==> config.mk <==
export PLATFORM = sky130hd
export DESIGN_NAME = taylor_sine_cosine_degrees
export DESIGN_NICKNAME = d
export VERILOG_FILES = /design/src/sv/tscd_pkg.sv /design/src/sv/tscd_queue.sv /design/src/sv/tscd_front.sv /design/src/sv/tscd_div.sv /design/src/sv/tscd_back.sv /design/src/sv/taylor_sine_cosine_degrees.sv
export SDC_FILE = /design/constraint.sdc
export NUM_CORES = 2
export LEC_CHECK = 0
export BUFFER_PORTS_ARGS = -buffer_cell sky130_fd_sc_hd__buf_2
export CAP_MARGIN = 40
export CELL_PAD_IN_SITES_DETAIL_PLACEMENT = 0
export CELL_PAD_IN_SITES_GLOBAL_PLACEMENT = 1
export CORE_ASPECT_RATIO = 0.6
export CORE_UTILIZATION = 35
export DETAILED_ROUTE_END_ITERATION = 10
export GPL_ROUTABILITY_DRIVEN = 0
export PLACE_DENSITY = 0.58
export SLEW_MARGIN = 20
export SYNTH_ARGS = -nofsm -noshare
export SYNTH_HDL_FRONTEND = slang
export SYNTH_HIERARCHICAL = 1
export SYNTH_SLANG_ARGS = --single-unit
==> constraint.sdc <==
create_clock -name i_clk -period 23.8 [get_ports i_clk]
set_input_delay 0 -clock i_clk [delete_from_list [all_inputs] [get_ports i_clk]]
set_output_delay 0 -clock i_clk [all_outputs]
set_load 0.02 [all_outputs]
==> src/sv/tscd_pkg.sv <==
// Shared types and constants for the Taylor sine/cosine block.
`timescale 1ns / 1ps

package tscd_pkg;

    localparam int FULL_TURN   = 360;
    localparam int PI_NUM      = 314;
    localparam int PI_DEN      = 18000;
    localparam int ANGLE_FRAC  = 28;
    localparam int TERM_FRAC   = 32;

    localparam int DEG_W       = 9;
    localparam int CNT_W       = 6;
    localparam int ANGLE_W     = 31;
    localparam int TERM_W      = 40;
    localparam int SUM_W       = 44;
    localparam int OUT_W       = 32;
    localparam int MOP_W       = 16;
    localparam int PROD_W      = TERM_W + MOP_W;

    localparam int DIV_W       = 48;
    localparam int DIVR_W      = 15;
    localparam int DIV_STEP    = 8;
    localparam int DIV_CYCLES  = DIV_W / DIV_STEP;
    localparam int DIVC_W      = $clog2(DIV_CYCLES);

    localparam logic [TERM_W-1:0] TERM_ONE = TERM_W'(64'd1 << TERM_FRAC);

    typedef struct packed {
        logic [DEG_W-1:0] deg;
        logic [CNT_W-1:0] terms;
    } t_req;

    typedef struct packed {
        logic              start;
        logic [DIV_W-1:0]  dividend;
        logic [DIVR_W-1:0] divisor;
    } t_div_req;

    typedef struct packed {
        logic             done;
        logic [DIV_W-1:0] quotient;
    } t_div_rsp;

endpackage

==> src/sv/tscd_queue.sv <==
// Two-entry request queue between the front and back ends.
`timescale 1ns / 1ps

module tscd_queue (
    input  logic           i_clk,
    input  logic           i_rst_n,
    input  logic           i_push,
    input  tscd_pkg::t_req i_req,
    input  logic           i_pop,
    output tscd_pkg::t_req o_req,
    output logic           o_full,
    output logic           o_empty
);
    import tscd_pkg::*;

    t_req       r_mem [2];
    logic       r_wr_ptr;
    logic       r_rd_ptr;
    logic [1:0] r_count;

    assign o_req   = r_mem[r_rd_ptr];
    assign o_full  = (r_count == 2'd2);
    assign o_empty = (r_count == 2'd0);

    always_ff @(posedge i_clk) begin
        if (i_push) begin
            r_mem[r_wr_ptr] <= i_req;
        end
    end

    always_ff @(posedge i_clk) begin
        if (!i_rst_n) begin
            r_wr_ptr <= 1'b0;
            r_rd_ptr <= 1'b0;
            r_count  <= 2'd0;
        end else begin
            if (i_push) begin
                r_wr_ptr <= ~r_wr_ptr;
            end
            if (i_pop) begin
                r_rd_ptr <= ~r_rd_ptr;
            end
            if (i_push && !i_pop) begin
                r_count <= r_count + 2'd1;
            end else if (!i_push && i_pop) begin
                r_count <= r_count - 2'd1;
            end
        end
    end

endmodule

==> src/sv/tscd_front.sv <==
// Front end: accept a request, reduce the angle modulo 360, clamp the term count.
`timescale 1ns / 1ps

module tscd_front #(
    parameter int MAX_TERMS = 16
) (
    input  logic           i_start,
    input  logic           i_full,
    input  logic [15:0]    i_angle_degrees,
    input  logic [4:0]     i_term_count,
    output logic           o_push,
    output tscd_pkg::t_req o_req
);
    import tscd_pkg::*;

    logic [16:0] w_deg;
    logic [16:0] w_step;

    assign o_push = i_start && !i_full;

    always_comb begin
        w_deg = 17'(i_angle_degrees);
        for (int i = 7; i >= 0; i--) begin
            w_step = 17'(FULL_TURN) << i;
            if (w_deg >= w_step) begin
                w_deg = w_deg - w_step;
            end
        end
        o_req.deg = w_deg[DEG_W-1:0];
        if (CNT_W'(i_term_count) > CNT_W'(MAX_TERMS)) begin
            o_req.terms = CNT_W'(MAX_TERMS);
        end else begin
            o_req.terms = CNT_W'(i_term_count);
        end
    end

endmodule

==> src/sv/tscd_div.sv <==
// Shared unsigned divider, eight quotient bits per cycle.
`timescale 1ns / 1ps

module tscd_div (
    input  logic               i_clk,
    input  logic               i_rst_n,
    input  tscd_pkg::t_div_req i_req,
    output tscd_pkg::t_div_rsp o_rsp
);
    import tscd_pkg::*;

    logic [DIV_W-1:0]    r_q;
    logic [DIVR_W-1:0]   r_rem;
    logic [DIVR_W-1:0]   r_div;
    logic [DIVC_W-1:0]   r_cnt;
    logic                r_run;
    logic                r_done;

    logic [DIVR_W:0]     w_rem;
    logic [DIV_STEP-1:0] w_qb;

    always_comb begin
        w_rem = {1'b0, r_rem};
        w_qb  = '0;
        for (int i = 0; i < DIV_STEP; i++) begin
            w_rem = {w_rem[DIVR_W-1:0], r_q[DIV_W-1-i]};
            if (w_rem >= {1'b0, r_div}) begin
                w_rem = w_rem - {1'b0, r_div};
                w_qb[DIV_STEP-1-i] = 1'b1;
            end
        end
    end

    assign o_rsp.done     = r_done;
    assign o_rsp.quotient = r_q;

    always_ff @(posedge i_clk) begin
        if (!i_rst_n) begin
            r_run  <= 1'b0;
            r_done <= 1'b0;
            r_cnt  <= '0;
        end else begin
            r_done <= 1'b0;
            if (i_req.start) begin
                r_q   <= i_req.dividend;
                r_div <= i_req.divisor;
                r_rem <= '0;
                r_cnt <= '0;
                r_run <= 1'b1;
            end else if (r_run) begin
                r_q   <= {r_q[DIV_W-DIV_STEP-1:0], w_qb};
                r_rem <= w_rem[DIVR_W-1:0];
                r_cnt <= r_cnt + DIVC_W'(1);
                if (r_cnt == DIVC_W'(DIV_CYCLES - 1)) begin
                    r_run  <= 1'b0;
                    r_done <= 1'b1;
                end
            end
        end
    end

endmodule

==> src/sv/tscd_back.sv <==
// Back end: angle to radians, Taylor term recurrence, sums and output rounding.
`timescale 1ns / 1ps

module tscd_back #(
    parameter int RESULT_FRAC_BITS = 22
) (
    input  logic                     i_clk,
    input  logic                     i_rst_n,
    input  logic                     i_empty,
    input  tscd_pkg::t_req           i_req,
    output logic                     o_pop,
    output tscd_pkg::t_div_req       o_div,
    input  tscd_pkg::t_div_rsp       i_div,
    output logic                     o_valid,
    output logic signed [31:0]       o_sine_value,
    output logic signed [31:0]       o_cosine_value
);
    import tscd_pkg::*;

    localparam int SHIFT = TERM_FRAC - RESULT_FRAC_BITS;
    localparam logic signed [SUM_W:0] HALF    = (SUM_W+1)'(64'sd1 <<< (SHIFT - 1));
    localparam logic signed [SUM_W:0] OUT_MAX = (SUM_W+1)'(64'sd2147483647);
    localparam logic signed [SUM_W:0] OUT_MIN = (SUM_W+1)'(-64'sd2147483648);

    typedef enum logic [2:0] {
        S_IDLE, S_ANG, S_M0, S_M1, S_M2, S_DIV, S_OUT
    } t_state_e;

    t_state_e                r_state;
    logic [CNT_W-1:0]        r_terms;
    logic [CNT_W-1:0]        r_k;
    logic                    r_odd;
    logic [ANGLE_W-1:0]      r_x;
    logic [TERM_W-1:0]       r_t;
    logic [PROD_W-1:0]       r_pp;
    logic [PROD_W-1:0]       r_acc;
    logic signed [SUM_W-1:0] r_sin;
    logic signed [SUM_W-1:0] r_cos;
    logic                    r_valid;
    logic [OUT_W-1:0]        r_sin_out;
    logic [OUT_W-1:0]        r_cos_out;

    logic [MOP_W-1:0]        w_mop;
    logic [PROD_W-1:0]       w_prod;
    logic [PROD_W+15:0]      w_mac;
    logic [6:0]              w_n;
    logic [16:0]             w_deg_pi;
    logic [DIV_W-1:0]        w_ang_num;
    logic signed [SUM_W-1:0] w_t_s;
    logic signed [SUM_W-1:0] w_q_s;
    logic [TERM_W-1:0]       w_q;

    function automatic logic [OUT_W-1:0] round_sat(input logic signed [SUM_W-1:0] s);
        logic signed [SUM_W:0] b;
        b = ((SUM_W+1)'(s) + HALF) >>> SHIFT;
        if (b > OUT_MAX) begin
            return OUT_W'(OUT_MAX);
        end else if (b < OUT_MIN) begin
            return OUT_W'(OUT_MIN);
        end
        return OUT_W'(b);
    endfunction

    always_comb begin
        w_mop     = (r_state == S_M0) ? r_x[MOP_W-1:0] : MOP_W'(r_x[ANGLE_W-1:MOP_W]);
        w_prod    = PROD_W'(r_t) * PROD_W'(w_mop);
        w_mac     = (PROD_W+16)'(r_acc) + ((PROD_W+16)'(r_pp) << 16);
        w_n       = 7'({r_k, 1'b0}) + (r_odd ? 7'd1 : 7'd2);
        w_deg_pi  = 17'(i_req.deg) * 17'(PI_NUM);
        w_ang_num = (DIV_W'(w_deg_pi) << ANGLE_FRAC) + DIV_W'(PI_DEN / 2);
        w_t_s     = $signed(SUM_W'(r_t));
        w_q       = i_div.quotient[TERM_W-1:0];
        w_q_s     = $signed(SUM_W'(w_q));

        o_pop          = (r_state == S_IDLE) && !i_empty;
        o_div.start    = o_pop || (r_state == S_M2);
        o_div.dividend = (r_state == S_IDLE) ? w_ang_num : DIV_W'(w_mac >> ANGLE_FRAC);
        o_div.divisor  = (r_state == S_IDLE) ? DIVR_W'(PI_DEN) : DIVR_W'(w_n);
    end

    assign o_valid        = r_valid;
    assign o_sine_value   = $signed(r_sin_out);
    assign o_cosine_value = $signed(r_cos_out);

    always_ff @(posedge i_clk) begin
        if (!i_rst_n) begin
            r_state <= S_IDLE;
            r_valid <= 1'b0;
        end else begin
            r_valid <= 1'b0;
            case (r_state)
                S_IDLE: begin
                    if (!i_empty) begin
                        r_terms <= i_req.terms;
                        r_state <= S_ANG;
                    end
                end
                S_ANG: begin
                    if (i_div.done) begin
                        r_x   <= i_div.quotient[ANGLE_W-1:0];
                        r_t   <= TERM_ONE;
                        r_k   <= '0;
                        r_odd <= 1'b1;
                        r_sin <= '0;
                        r_cos <= '0;
                        r_state <= (r_terms == '0) ? S_OUT : S_M0;
                    end
                end
                S_M0: begin
                    r_pp <= w_prod;
                    if (r_odd) begin
                        r_cos <= r_k[0] ? r_cos - w_t_s : r_cos + w_t_s;
                    end
                    r_state <= S_M1;
                end
                S_M1: begin
                    r_acc   <= r_pp;
                    r_pp    <= w_prod;
                    r_state <= S_M2;
                end
                S_M2: begin
                    r_state <= S_DIV;
                end
                S_DIV: begin
                    if (i_div.done) begin
                        r_t <= w_q;
                        if (r_odd) begin
                            r_sin <= r_k[0] ? r_sin - w_q_s : r_sin + w_q_s;
                            if (r_k + CNT_W'(1) == r_terms) begin
                                r_state <= S_OUT;
                            end else begin
                                r_odd   <= 1'b0;
                                r_state <= S_M0;
                            end
                        end else begin
                            r_k     <= r_k + CNT_W'(1);
                            r_odd   <= 1'b1;
                            r_state <= S_M0;
                        end
                    end
                end
                S_OUT: begin
                    r_sin_out <= round_sat(r_sin);
                    r_cos_out <= round_sat(r_cos);
                    r_valid   <= 1'b1;
                    r_state   <= S_IDLE;
                end
                default: begin
                    r_state <= S_IDLE;
                end
            endcase
        end
    end

endmodule

==> src/sv/taylor_sine_cosine_degrees.sv <==
// Top level of the Taylor-series sine/cosine of an angle in whole degrees.
//
// Channel   Direction  Handshake                Payload
// request   in         start, busy              i_angle_degrees, i_term_count
// result    out        o_valid (one-cycle)      o_sine_value, o_cosine_value
//
// With n terms after clamping, a request holds the back end while it pops, runs the
// degree-to-radian division, runs 2*n - 1 term steps (none when n is zero; each uses the
// shared 40x16 multiplier in S_M0 and S_M1, then waits in S_DIV on the shared divider,
// which retires eight quotient bits a cycle) and rounds.
// Up to two requests wait in the queue; busy is high while it is full.
// Reset is synchronous, active low, and clears the queue and both sequencers.
// Results cannot be stalled: each is shown for one cycle with o_valid high.
`timescale 1ns / 1ps

module taylor_sine_cosine_degrees #(
    parameter int MAX_TERMS        = 16,
    parameter int RESULT_FRAC_BITS = 22
) (
    input  logic               i_clk,
    input  logic               i_rst_n,
    input  logic               start,
    output logic               busy,
    input  logic [15:0]        i_angle_degrees,
    input  logic [4:0]         i_term_count,
    output logic               o_valid,
    output logic signed [31:0] o_sine_value,
    output logic signed [31:0] o_cosine_value
);
    import tscd_pkg::*;

    logic     w_push;
    logic     w_pop;
    logic     w_full;
    logic     w_empty;
    t_req     w_in_req;
    t_req     w_head;
    t_div_req w_div_req;
    t_div_rsp w_div_rsp;

    assign busy = w_full;

    tscd_front #(
        .MAX_TERMS(MAX_TERMS)
    ) u_front (
        .i_start        (start),
        .i_full         (w_full),
        .i_angle_degrees(i_angle_degrees),
        .i_term_count   (i_term_count),
        .o_push         (w_push),
        .o_req          (w_in_req)
    );

    tscd_queue u_queue (
        .i_clk  (i_clk),
        .i_rst_n(i_rst_n),
        .i_push (w_push),
        .i_req  (w_in_req),
        .i_pop  (w_pop),
        .o_req  (w_head),
        .o_full (w_full),
        .o_empty(w_empty)
    );

    tscd_div u_div (
        .i_clk  (i_clk),
        .i_rst_n(i_rst_n),
        .i_req  (w_div_req),
        .o_rsp  (w_div_rsp)
    );

    tscd_back #(
        .RESULT_FRAC_BITS(RESULT_FRAC_BITS)
    ) u_back (
        .i_clk         (i_clk),
        .i_rst_n       (i_rst_n),
        .i_empty       (w_empty),
        .i_req         (w_head),
        .o_pop         (w_pop),
        .o_div         (w_div_req),
        .i_div         (w_div_rsp),
        .o_valid       (o_valid),
        .o_sine_value  (o_sine_value),
        .o_cosine_value(o_cosine_value)
    );

endmodule
==> reports/results.txt <==
PortBufs: 89
Setup Viol. Count Final: 0
slowest CP cell: ha_1
Synth Area in Adders: 28.7%
DRT Pass-1 Iters: 5
CTS root buf: clkbuf_16
register area share after synthesis: 23.4%
vias per cell: 5.39
final hold viol count: 0
Core Util, Final: 38.7%
initial antenna violation count: 16
full die area: 0.166 mm²
most used cell, CP: o21ai_0
placed insts: 8458
Syn Inst Count: 6377
Synth area leader: edfxtp_1
Core Region: 0.162 mm²
area grow syn2layout: 8.85%
fmax: 0.0448 GHz
first-pass GRT wire length: 298000 µm
Yosys reg bits: 454
critical path launch point type: register
Tcrit/Tclk final: 93.8%
dpl hpwl: 152000 µm
# DRC: 0
nets: 7387
Critical Path Fanout Max: 15
Worst Path Required: 24.16 ns
vias in the first global route: 44.9k
drt wl/cell: 22.8 µm
worst reg-to-reg setup slack: 1.48 ns
CTS HTree Levels: 2
simple-gate portion of the synthesized area: 17.6%
pin count of the biggest net entering global routing: 63
Num Clock Sinks: 454
wirelength, routed: 195000 µm
total track usage: 23.7%
largest buffer count on any clock path: 3
hold depth: 2
fin area: 0.0627 mm²
main combinational cell family by area after synthesis: adder cells
Rel. slew slack: 33.5%
Final ANT Viol Nets: 0
Max Cap Viol: 0
total CTS buffers: 50
placement row count: 114
peak per-stage delay on the critical path: 0.49 ns
Die W: 526 µm
die span in y: 316 µm
CTS tree: built
worst slew pin tran: 0.989 ns
share of the synthesized area in the top cell type: 22.9%
outcome: completed
Worst Hold Class: input port to register
ranking of synthesized cells by area: edfxtp_1 23%, fa_1 19%, ha_1 9.2%, inv_1 5.2%, nand2_1 5.0%
setup_tns: 0 ns
Crit Reg-Reg Startpoint: u_div/r_div[11]
post-synth cell types: 132
IO Count: 90
Setup Crit Path Kind: register to register
HP Start: i_angle_degrees[0]
mux cell area share after synthesis: 2.58%
hold path endpoint: u_queue/r_mem[1][6]
Max Transition Viols Final: 0
R2R Path End: u_div/r_rem[12]
Critical Path AT: 22.68 ns
share of layout cells above drive strength 1: 8.38%
Clock transition at path regs: 0.09 ns
Async SR Flop Fraction: 0%
Post-synth top flop: edfxtp_1
latest clock arrival within the worst-skew pair: 0.67 ns
DR vias: 46.2k
initial DRC count: 4168
Non-Filler Instances: 8569
clk_skew: 0.0497 ns
Post-Synth XOR/XNOR Area: 6.29%
worst reg2reg path depth: 90
grt total ovfl: 0
Post-Synthesis Cell Area: 0.0576 mm²
post-synthesis compound-gate area fraction: 14.0%
yosys warns: 6
post-synthesis area per instance: 9.03 µm²
Post-Place Cell Area: 0.0608 mm²
EDFF count, synth: 440
CP endpoint kind: register
min Tclk post-route: 22.32 ns
initial core utilization: 35.5%
-- cells in the mapped netlist, drive strengths merged (161+ instances only) --
cell type / n
edfxtp: 440
xnor2: 280
o21ai: 284
clkbuf: 236
inv: 801
nor2: 388
a21oi: 320
a21o: 161
ha: 424
nand2: 775
fa: 558
and2: 247
-- repair_timing --
item                                   CTS  global route
hold buffers                            11             0
setup endpoints to repair                0            16
endpoints found under the hold margin   39             0
gates resized for setup                  0            16
setup buffers                            0             2
-- worst max path at each step --
stage,slack [ns],from,end
final,1.48,u_div/r_div[11],u_div/r_rem[12]
after global routing,-0.02,u_div/r_div[11],u_div/r_rem[1]
after CTS,0.45,u_div/r_div[11],u_div/r_rem[12]
after detailed placement,0.61,u_div/r_div[11],u_div/r_rem[12]
after global placement,1.06,u_div/r_div[11],u_div/r_rem[8]
after floorplan,2.68,u_div/r_div[1],u_div/r_rem[0]
-- cell usage in the layout (no fill, tap or decap), types with 83 or more instances in the layout --
cell / netlist / layout
nor3_1: 92 / 91
and3_1: 93 / 92
mux2_2: 83 / 83
buf_2: 19 / 98
ha_1: 424 / 424
a21oi_1: 314 / 307
nand2_1: 771 / 764
nor2_1: 387 / 381
a21o_1: 160 / 160
inv_1: 801 / 799
fa_1: 558 / 558
o21ai_0: 261 / 258
xnor2_1: 279 / 279
xor2_1: 133 / 133
buf_4: 20 / 104
edfxtp_1: 440 / 440
nand3_1: 126 / 126
and2_1: 244 / 243
-- flip-flops by register name, summed over array words and instances (netlist names), 15 cells and up, named ones only --
name and cells:
u_back/r_pp 56, u_div/r_q 48, u_back/r_cos 44, u_back/r_sin 44
u_back/r_acc 40, u_back/r_t 40, u_back/o_cosine_value 32, u_back/o_sine_value 32
u_back/r_x 31, u_queue/r_mem 30, u_div/r_div 15, u_div/r_rem 15
-- cell type report --
cell class / count / area, µm²
Tap cell: 2146 / 2690
Timing Repair Buffer: 240 / 1840
Clock inverter: 40 / 443
Antenna cell: 1 / 2.50
Inverter: 805 / 3030
Fill cell: 16300 / 99500
Clock buffer: 53 / 1260
Sequential cell: 454 / 13500
Multi-Input combinational cell: 4830 / 40000
-- worst max-delay path, delay by kind of cell (launching register included) --
family	cells	cell delay (ns)
mux	4	0.92
compound gates	57	12.37
buf+inv	6	1.25
simple gates	15	4.03
fa+ha+maj	8	2.97
flops	1	0.39
-- metal layers --
metal  up-vias  track usage, %  part of all wire (%)
li1      21600               -                     -
met1     23100            39.3                    54
met2      1365            31.7                    38
met3       109            4.37                   7.7
met4         0            2.35                  0.81
met5         -               0                     0
-- logic make-up (layout without fill, tap and decap cells) --
group / Yosys count / after routing
AO/OA/AOI/OAI: 1213 / 1213
adder cells (fa/ha/maj): 985 / 985
buffers and inverters: 1100 / 1138
XOR/XNOR: 413 / 413
flip-flops: 454 / 454
other: 2 / 10
multiplexers: 136 / 136
AND/OR/NAND/NOR: 2074 / 2074
-- metrics by stage --
step | worst slack (ns) | hold slack, ns
2_1_floorplan | 2.68 | 0.117
3_3_place_gp | 1.06 | 0.211
3_5_place_dp | 0.609 | 0.219
4_1_cts | 0.446 | 0.0455
5_1_grt | -0.0203 | 0.0777
6_report | 1.48 | 0.0916
Power is not shown: default switching activity piles up to over one toggle a cycle in this logic, so the estimate is an artifact.
